## config.mk

```make
export PLATFORM = sky130hd
export DESIGN_NAME = utf8_stream_decoder
export DESIGN_NICKNAME = d
export VERILOG_FILES = /design/src/rtl/utf8sd_pkg.sv /design/src/rtl/utf8sd_front.sv /design/src/rtl/utf8sd_queue.sv /design/src/rtl/utf8sd_back.sv /design/src/rtl/utf8_stream_decoder.sv
export SDC_FILE = /design/constraint.sdc
export NUM_CORES = 1
export LEC_CHECK = 0
export BUFFER_PORTS_ARGS = -buffer_cell sky130_fd_sc_hd__buf_2
export CORE_MARGIN = 5
export CORE_UTILIZATION = 45
export CTS_BUF_LIST = sky130_fd_sc_hd__clkbuf_4 sky130_fd_sc_hd__clkbuf_8 sky130_fd_sc_hd__clkbuf_16
export DETAILED_ROUTE_END_ITERATION = 8
export PLACE_DENSITY = 0.65
export SETUP_SLACK_MARGIN = 0.3
export SYNTH_ARGS = -nofsm -noshare
export SYNTH_HDL_FRONTEND = slang
export SYNTH_SLANG_ARGS = --single-unit
```

## constraint.sdc

```tcl
create_clock -name clock -period 4.35 [get_ports clock]
set_input_delay 0.87 -clock clock [delete_from_list [all_inputs] [get_ports clock]]
set_output_delay 0.87 -clock clock [all_outputs]
set_load 0.005 [all_outputs]
```

## src/rtl/utf8sd_pkg.sv

```systemverilog
// ============================================================================
// utf8sd_pkg
// Shared types and constants of the UTF-8 stream decoder.
// ============================================================================
package utf8sd_pkg;

   localparam int unsigned BYTE_W = 8;
   localparam int unsigned CP_W   = 21;
   localparam int unsigned CNT_W  = 3;

   // Default depth of the queue between the classifying front and the
   // result-issuing back.
   localparam int unsigned CMD_QUEUE_DEPTH = 4;

   localparam logic [CP_W-1:0]   MAX_CP_RESET = 21'h10FFFF;

   localparam logic [BYTE_W-1:0] LEAD_LIMIT   = 8'hF7;
   localparam logic [BYTE_W-1:0] ASCII_LIMIT  = 8'h80;
   localparam logic [BYTE_W-1:0] CONT_MASK    = 8'hC0;
   localparam logic [BYTE_W-1:0] CONT_TAG     = 8'h80;
   localparam logic [BYTE_W-1:0] PAYLOAD_MASK = 8'h3F;

   localparam logic [CNT_W-1:0] LEN_TWO   = 3'd2;
   localparam logic [CNT_W-1:0] LEN_THREE = 3'd3;
   localparam logic [CNT_W-1:0] LEN_FOUR  = 3'd4;

   localparam logic [CP_W-1:0] MIN_CP_TWO   = 21'h000080;
   localparam logic [CP_W-1:0] MIN_CP_THREE = 21'h000800;
   localparam logic [CP_W-1:0] MIN_CP_FOUR  = 21'h010000;

   // One queued command: cnt results, of which all but the final one are
   // errors with a zero code point; the final one carries cp and err.
   typedef struct packed {
      logic [CNT_W-1:0] cnt;
      logic [CP_W-1:0]  cp;
      logic             err;
   } cmd_type;

endpackage

```

## src/rtl/utf8sd_front.sv

```systemverilog
// ============================================================================
// utf8sd_front
// Accepts bytes, tracks the open sequence and classifies each byte into a
// command describing the results it causes.
// ============================================================================
module utf8sd_front (
   input  logic                               clock,
   input  logic                               reset,
   input  logic                               req_push,
   input  logic [utf8sd_pkg::BYTE_W-1:0]      req_in_byte,
   input  logic                               q_full,
   input  logic                               csr_valid,
   input  logic [utf8sd_pkg::CP_W-1:0]        csr_max_code_point,
   output logic                               cmd_push,
   output utf8sd_pkg::cmd_type                cmd
);
   import utf8sd_pkg::*;

   logic [1:0]       rem_ff, rem_in;
   logic [1:0]       taken_ff, taken_in;
   logic [CNT_W-1:0] len_ff, len_in;
   logic [CP_W-1:0]  part_ff, part_in;
   logic [CP_W-1:0]  max_ff, max_in;

   logic             accept;
   logic [BYTE_W-1:0] b;

   logic             lead_has;
   logic [CP_W-1:0]  lead_cp;
   logic             lead_err;
   logic             lead_open;
   logic [CNT_W-1:0] lead_len;
   logic [CP_W-1:0]  lead_part;

   logic             is_cont;
   logic [CP_W-1:0]  shifted;
   logic [CP_W-1:0]  min_cp;
   logic             rejected;

   assign accept  = req_push && !q_full;
   assign b       = req_in_byte;
   assign is_cont = (b & CONT_MASK) == CONT_TAG;
   assign shifted = {part_ff[CP_W-7:0], b[5:0] & PAYLOAD_MASK[5:0]};

   // Classification of a byte seen with no sequence open.
   always_comb begin
      lead_has  = 1'b0;
      lead_cp   = '0;
      lead_err  = 1'b0;
      lead_open = 1'b0;
      lead_len  = '0;
      lead_part = '0;
      if (b > LEAD_LIMIT) begin
         lead_has = 1'b1;
         lead_err = 1'b1;
      end else if (b < ASCII_LIMIT) begin
         lead_has = 1'b1;
         lead_cp  = {{(CP_W-BYTE_W){1'b0}}, b};
      end else if (is_cont) begin
         lead_has = 1'b1;
         lead_err = 1'b1;
      end else if (b[7:5] == 3'b110) begin
         lead_open = 1'b1;
         lead_len  = LEN_TWO;
         lead_part = {{(CP_W-5){1'b0}}, b[4:0]};
      end else if (b[7:4] == 4'b1110) begin
         lead_open = 1'b1;
         lead_len  = LEN_THREE;
         lead_part = {{(CP_W-4){1'b0}}, b[3:0]};
      end else begin
         lead_open = 1'b1;
         lead_len  = LEN_FOUR;
         lead_part = {{(CP_W-3){1'b0}}, b[2:0]};
      end
   end

   always_comb begin
      case (len_ff)
         LEN_TWO:   min_cp = MIN_CP_TWO;
         LEN_THREE: min_cp = MIN_CP_THREE;
         default:   min_cp = MIN_CP_FOUR;
      endcase
   end

   assign rejected = (shifted < min_cp) || (shifted > max_ff);

   always_comb begin
      rem_in   = rem_ff;
      taken_in = taken_ff;
      len_in   = len_ff;
      part_in  = part_ff;
      cmd      = '0;
      if (accept) begin
         if (rem_ff == 2'd0 || !is_cont) begin
            // Drop any open sequence, one error per byte taken, then treat
            // the byte as a fresh lead.
            cmd.cnt = (rem_ff == 2'd0) ? {2'b00, lead_has}
                                       : {1'b0, taken_ff} + {2'b00, lead_has};
            cmd.cp  = lead_has ? lead_cp : '0;
            cmd.err = lead_has ? lead_err : 1'b1;
            if (lead_open) begin
               rem_in   = lead_len[1:0] - 2'd1;
               taken_in = 2'd1;
               len_in   = lead_len;
               part_in  = lead_part;
            end else begin
               rem_in   = '0;
               taken_in = '0;
               len_in   = '0;
               part_in  = '0;
            end
         end else if (rem_ff == 2'd1) begin
            // Sequence complete.
            rem_in   = '0;
            taken_in = '0;
            len_in   = '0;
            part_in  = '0;
            if (rejected) begin
               cmd.cnt = len_ff;
               cmd.cp  = '0;
               cmd.err = 1'b1;
            end else begin
               cmd.cnt = 3'd1;
               cmd.cp  = shifted;
               cmd.err = 1'b0;
            end
         end else begin
            rem_in   = rem_ff - 2'd1;
            taken_in = taken_ff + 2'd1;
            part_in  = shifted;
         end
      end
   end

   assign cmd_push = accept && (cmd.cnt != '0);
   assign max_in   = csr_valid ? csr_max_code_point : max_ff;

   always_ff @(posedge clock) begin
      if (reset) begin
         rem_ff   <= '0;
         taken_ff <= '0;
         len_ff   <= '0;
         part_ff  <= '0;
         max_ff   <= MAX_CP_RESET;
      end else begin
         rem_ff   <= rem_in;
         taken_ff <= taken_in;
         len_ff   <= len_in;
         part_ff  <= part_in;
         max_ff   <= max_in;
      end
   end

endmodule

```

## src/rtl/utf8sd_queue.sv

```systemverilog
// ============================================================================
// utf8sd_queue
// Small first-in first-out queue of commands between front and back.
// ============================================================================
module utf8sd_queue #(
   parameter int unsigned DEPTH = utf8sd_pkg::CMD_QUEUE_DEPTH
) (
   input  logic                clock,
   input  logic                reset,
   input  logic                wr_en,
   input  utf8sd_pkg::cmd_type wr_data,
   input  logic                rd_en,
   output utf8sd_pkg::cmd_type rd_data,
   output logic                full,
   output logic                empty
);
   import utf8sd_pkg::*;

   localparam int unsigned PTR_W = (DEPTH > 1) ? $clog2(DEPTH) : 1;
   localparam int unsigned CNT_QW = $clog2(DEPTH + 1);
   localparam logic [PTR_W-1:0]  LAST_PTR = PTR_W'(DEPTH - 1);
   localparam logic [CNT_QW-1:0] FULL_CNT = CNT_QW'(DEPTH);

   cmd_type            mem_ff [DEPTH];
   logic [PTR_W-1:0]   wr_ptr_ff, wr_ptr_in;
   logic [PTR_W-1:0]   rd_ptr_ff, rd_ptr_in;
   logic [CNT_QW-1:0]  count_ff, count_in;
   logic               do_wr, do_rd;

   assign full    = count_ff == FULL_CNT;
   assign empty   = count_ff == '0;
   assign do_wr   = wr_en && !full;
   assign do_rd   = rd_en && !empty;
   assign rd_data = mem_ff[rd_ptr_ff];

   always_comb begin
      wr_ptr_in = wr_ptr_ff;
      rd_ptr_in = rd_ptr_ff;
      count_in  = count_ff;
      if (do_wr) begin
         wr_ptr_in = (wr_ptr_ff == LAST_PTR) ? '0 : wr_ptr_ff + 1'b1;
      end
      if (do_rd) begin
         rd_ptr_in = (rd_ptr_ff == LAST_PTR) ? '0 : rd_ptr_ff + 1'b1;
      end
      if (do_wr && !do_rd) begin
         count_in = count_ff + 1'b1;
      end else if (do_rd && !do_wr) begin
         count_in = count_ff - 1'b1;
      end
   end

   always_ff @(posedge clock) begin
      if (do_wr) begin
         mem_ff[wr_ptr_ff] <= wr_data;
      end
   end

   always_ff @(posedge clock) begin
      if (reset) begin
         wr_ptr_ff <= '0;
         rd_ptr_ff <= '0;
         count_ff  <= '0;
      end else begin
         wr_ptr_ff <= wr_ptr_in;
         rd_ptr_ff <= rd_ptr_in;
         count_ff  <= count_in;
      end
   end

endmodule

```

## src/rtl/utf8sd_back.sv

```systemverilog
// ============================================================================
// utf8sd_back
// Expands queued commands into result transactions, one per cycle while rsp_pop takes them.
// ============================================================================
module utf8sd_back (
   input  logic                         clock,
   input  logic                         reset,
   input  utf8sd_pkg::cmd_type          q_data,
   input  logic                         q_empty,
   output logic                         q_pop,
   input  logic                         rsp_pop,
   output logic                         rsp_empty,
   output logic [utf8sd_pkg::CP_W-1:0]  rsp_code_point,
   output logic                         rsp_is_error,
   output logic                         rsp_last_of_run
);
   import utf8sd_pkg::*;

   logic             valid_ff, valid_in;
   logic [CNT_W-1:0] cnt_ff, cnt_in;
   logic [CP_W-1:0]  cp_ff, cp_in;
   logic             err_ff, err_in;
   logic             last;
   logic             load;

   assign last = cnt_ff == 3'd1;
   // The holding register takes the next command once it is empty or its
   // final result is being taken.
   assign load  = !valid_ff || (rsp_pop && last);
   assign q_pop = load && !q_empty;

   always_comb begin
      valid_in = valid_ff;
      cnt_in   = cnt_ff;
      cp_in    = cp_ff;
      err_in   = err_ff;
      if (load) begin
         valid_in = !q_empty;
         cnt_in   = q_data.cnt;
         cp_in    = q_data.cp;
         err_in   = q_data.err;
      end else if (rsp_pop) begin
         cnt_in = cnt_ff - 3'd1;
      end
   end

   assign rsp_empty       = !valid_ff;
   assign rsp_last_of_run = last;
   assign rsp_code_point  = last ? cp_ff : '0;
   assign rsp_is_error    = last ? err_ff : 1'b1;

   always_ff @(posedge clock) begin
      if (reset) begin
         valid_ff <= 1'b0;
         cnt_ff   <= '0;
      end else begin
         valid_ff <= valid_in;
         cnt_ff   <= cnt_in;
      end
   end

   always_ff @(posedge clock) begin
      cp_ff  <= cp_in;
      err_ff <= err_in;
   end

endmodule

```

## src/rtl/utf8_stream_decoder.sv

```systemverilog
// ============================================================================
// utf8_stream_decoder
// Streaming UTF-8 decoder: one byte in, zero to four code point results out.
// ============================================================================
// Usage:
// Bytes enter through a queue-like port: a transaction happens at a rising
// clock edge with req_push high and req_full low. Results leave through a
// queue-like port: the oldest result sits on rsp_code_point, rsp_is_error
// and rsp_last_of_run while rsp_empty is low, and is taken by a transaction
// at an edge with rsp_pop high. rsp_last_of_run marks the final result that
// one byte causes; a lead byte with no sequence open, or a continuation inside
// an unfinished sequence, causes no result at all.
// The largest accepted code point is written through the csr_ channel, which
// is always ready; it should only be written while the decoder is idle.
// A result passes through the command queue and the back end's holding
// register before it reaches the output. Bytes are taken one per cycle while
// req_full is low; the back end issues one result per cycle while rsp_pop is high.
// A command queue (QUEUE_DEPTH entries) sits between the classifying front
// end and the issuing back end, so a stalled receiver only blocks input once
// that queue and the output register are full, shown by req_full.
// Synchronous reset empties the queue and output, drops any open sequence
// and restores the limit to U+10FFFF.
// ============================================================================
module utf8_stream_decoder #(
   parameter int unsigned QUEUE_DEPTH = utf8sd_pkg::CMD_QUEUE_DEPTH
) (
   input  logic                              clock,
   input  logic                              reset,
   input  logic                              req_push,
   output logic                              req_full,
   input  logic [utf8sd_pkg::BYTE_W-1:0]     req_in_byte,
   output logic                              rsp_empty,
   input  logic                              rsp_pop,
   output logic [utf8sd_pkg::CP_W-1:0]       rsp_code_point,
   output logic                              rsp_is_error,
   output logic                              rsp_last_of_run,
   input  logic                              csr_valid,
   output logic                              csr_ready,
   input  logic [utf8sd_pkg::CP_W-1:0]       csr_max_code_point
);
   import utf8sd_pkg::*;

   cmd_type cmd;
   cmd_type q_data;
   logic    cmd_push;
   logic    q_full;
   logic    q_empty;
   logic    q_pop;

   // The register write never stalls.
   assign csr_ready = 1'b1;
   assign req_full  = q_full;

   // Front end: tracks the open sequence and turns each byte into a command.
   utf8sd_front u_front (
      .clock              (clock),
      .reset              (reset),
      .req_push           (req_push),
      .req_in_byte        (req_in_byte),
      .q_full             (q_full),
      .csr_valid          (csr_valid),
      .csr_max_code_point (csr_max_code_point),
      .cmd_push           (cmd_push),
      .cmd                (cmd)
   );

   // Decoupling queue; bytes that cause no result never enter it.
   utf8sd_queue #(
      .DEPTH (QUEUE_DEPTH)
   ) u_queue (
      .clock   (clock),
      .reset   (reset),
      .wr_en   (cmd_push),
      .wr_data (cmd),
      .rd_en   (q_pop),
      .rd_data (q_data),
      .full    (q_full),
      .empty   (q_empty)
   );

   // Back end: issues the results of each command, one per cycle while rsp_pop takes them.
   utf8sd_back u_back (
      .clock           (clock),
      .reset           (reset),
      .q_data          (q_data),
      .q_empty         (q_empty),
      .q_pop           (q_pop),
      .rsp_pop         (rsp_pop),
      .rsp_empty       (rsp_empty),
      .rsp_code_point  (rsp_code_point),
      .rsp_is_error    (rsp_is_error),
      .rsp_last_of_run (rsp_last_of_run)
   );

endmodule

```

==> results.cfg <==
[placement]
gp_congestion = 0.924
dp_cells = 831
placed_cell_area_sq_um = 8190
place_ws_ns = 0.202
dpl.hpwl_mm = 10.1
io_buffers = 58

[final_layout]
fin_nets = 700
fin_util_pct = 52.6
fin_cells = 863
multi_input_area_sq_um = 2640
area_growth_syn_to_layout_pct = 14.1
drive_above_1_share_pct = 20.8
diodes = 0
seq_area_sq_um = 4780
design_area_sq_um = 8750
fill_cells = 1399

[timing]
period_share_pct = 87.1
fin_crit_ns = 3.79
relSlewSlack_pct = 33.3
grt_setup_unrepaired = no
worst_slack_ns = 0.563
fmax_mhz = 264
drv_slew = 0
hold_violations = 0
setup-tns-final_ns = 0
finalClockSkew_ns = 0.00846
setup_viol = 0
worstMarginPinSlew_ns = 0.998

[worst_hold_path]
hold_class = register to register

[synthesis]
synth_edf_count = 122
synth_area_leader_cell = edfxtp_1
yosysWarningCount = 0
synthArstFlopShare_pct = 0
yosysSeqAreaShare_pct = 62.3
synth_nets = 642
yosys-top-cells-area = edfxtp_1 48%, dfxtp_1 15%, mux4_2 7.3%
netlist_instances = 572
ys_ff_latch = 178
synth_ff_type = edfxtp_1
synth_cell_types = 57
avgSynthCellArea_sq_um = 13.4
syn_area_sq_um = 7670
synth_top_area_share_pct = 47.7

[pwr]
clock_power_share_pct = 31.4
pwr-share-seq_pct = 48.8
p_switching_w = 0.00122
combPwrFrac_pct = 19.8
p_per_area_nw_per_um2 = 523
netSwitchingFraction_pct = 26.6
peakVddDrop_mv = 0.298
p_int_w = 0.00336
leakagePower_nw = 3.34

[global_route]
grt_pass1_wl_mm = 23.7
antenna_found_initial = 0
grt_usage_pct = 15.3
grt_start_max_net_pins = 38
grt_pass1_vias = 4677
grt.overflow.total = 0

[clocking]
clockBufferDepth = 2
clkTransAtPathRegs_ns = 0.07
ctsHtreeMaxLevel = 4
root_buffer = clkbuf_16
cts_tree = yes
ctsHoldBuffers = 0
cts.repair.resized = 0
cts_made_buffers = 17
cts_sinks = 178
cts_setup_buffers = 0
clock_latency_ns = 0.42

[routing]
post_drt_wl_per_cell_um = 16.8
via_per_inst = 5.31
vias = 4582
ant_nets = 0
drtIter0Drc = 310
routed_wl_mm = 14.5
firstDrtPassIters = 5
drc_errors = 0

[worst_setup_path]
worstSetupPathType = input pin to register
cp_max_fo = 6
r2r_setup_slack_ns = 1.07
arrival_ns = 4.14
start_kind = input pin
end_kind = register
required_ns = 4.70

[die]
core_sq_um = 16600
rows = 47
initial_core_util_pct = 46.1
design.die.area_sq_um = 19800
io_pins = 60
die-width_um = 141
die_h_um = 141

[job]
max_cap_violations = 0

[outcome]
status = finished clean
cell usage after synthesis, drive strengths merged (2+ instances only):
cell / count
a211oi: 7
a21o: 2
a21oi: 21
a221o: 2
a22oi: 10
a31oi: 3
and2: 40
and3: 6
and4: 2
buf: 7
clkbuf: 21
dfxtp: 56
edfxtp: 122
ha: 35
inv: 34
mux2i: 9
mux4: 25
nand2: 45
nand2b: 3
nand3: 7
nand4: 4
nor2: 38
nor2b: 5
nor3: 14
nor3b: 2
o211ai: 20
o21ai: 9
o31a: 2
xor2: 2
path summary, 6_finish.rpt:
path	start	endpoint	cells after the start
worst max register to register	u_front.len_ff[1]$_SDFFE_PP0P_	u_queue.count_ff[2]$_SDFFE_PP0P_	15
worst min-delay path	u_front.max_ff[4]$_SDFFE_PP1P_	u_front.max_ff[4]$_SDFFE_PP1P_	2
worst min register to register	u_front.max_ff[4]$_SDFFE_PP1P_	u_front.max_ff[4]$_SDFFE_PP1P_	2
worst max-delay path	req_in_byte[7]	u_queue.count_ff[2]$_SDFFE_PP0P_	15
worst max-delay path, stage by stage:
cell and delay [ns]:
buf_2 0.14, nand2_1 0.12, a31oi_1 0.44, inv_1 0.17
ha_1 0.22, ha_1 0.30, nor2_1 0.05, a221o_1 0.35
nor3_4 0.18, ha_1 0.23, inv_1 0.07, fa_1 0.37
xor2_1 0.18, or3_1 0.30, a21oi_1 0.14
sequential cells by signal, indices dropped and copies added, names as in the netlist, 3 cells and up, named ones only:
signal	count
u_front.max_ff	21
u_front.len_ff	3
u_back.cp_ff	21
u_front.part_ff	15
u_queue.count_ff	3
u_back.cnt_ff	3
u_queue.mem_ff	100
per-stage QoR:
step	hold WS [ns]	total power, W
after floorplan	0.446	0.00292
final	0.488	0.00458
after detailed placement	0.481	0.00320
after CTS	0.496	0.00463
after global routing	0.510	0.00481
after global placement	0.477	0.00315
logic make-up (layout without fill, tap and decap cells):
group,after synthesis,count (layout),synth area share [%]
flops,178,178,62.3
simple gates,172,172,11.8
compound gates,85,85,7.56
buf+inv,62,133,3.21
fa+ha+maj,36,36,5.97
mux,35,35,8.71
xor+xnor,3,3,0.342
other cells,1,1,0.0489
metal layers:
layer,vias to the layer above,global-route usage [%],part of all wire (%)
met1,2203,19.5,44
met2,125,25.7,50
met5,-,0,0
met4,0,5.81,1.8
met3,22,3.25,5.1
li1,2232,-,-
power groups by stage:
stage               combinational (W)  clock (W)  sequential [W]
finish                       0.000905    0.00144         0.00223
global placement             0.000890          0         0.00226
global route                  0.00101    0.00154         0.00227
floorplan                    0.000703          0         0.00221
detailed placement           0.000922          0         0.00228
CTS                          0.000926    0.00146         0.00224
cell type report:
cell class                 count  share of cell area (%)
sequential                   178                    54.7
multi-input combinational    332                    30.2
clock buffer                  18                    4.94
timing repair buffer          67                    4.09
tap                          220                    3.14
clock inverter                14                    1.51
inverter                      34                    1.46
cell usage in the layout (no fill, tap or decap), types with 6 or more instances in the layout:
| cell type | n |
|---|---|
| a211oi_1 | 7 |
| a21oi_1 | 21 |
| a22oi_1 | 10 |
| and2_1 | 40 |
| and3_1 | 6 |
| buf_2 | 58 |
| buf_4 | 9 |
| clkbuf_16 | 17 |
| dfxtp_1 | 56 |
| edfxtp_1 | 122 |
| ha_1 | 35 |
| inv_1 | 34 |
| mux2i_1 | 9 |
| mux4_2 | 25 |
| nand2_1 | 44 |
| nand3_1 | 7 |
| nor2_1 | 38 |
| nor3_1 | 11 |
| o211ai_1 | 19 |
| o21ai_0 | 8 |
(Power assumes the default switching activity.)
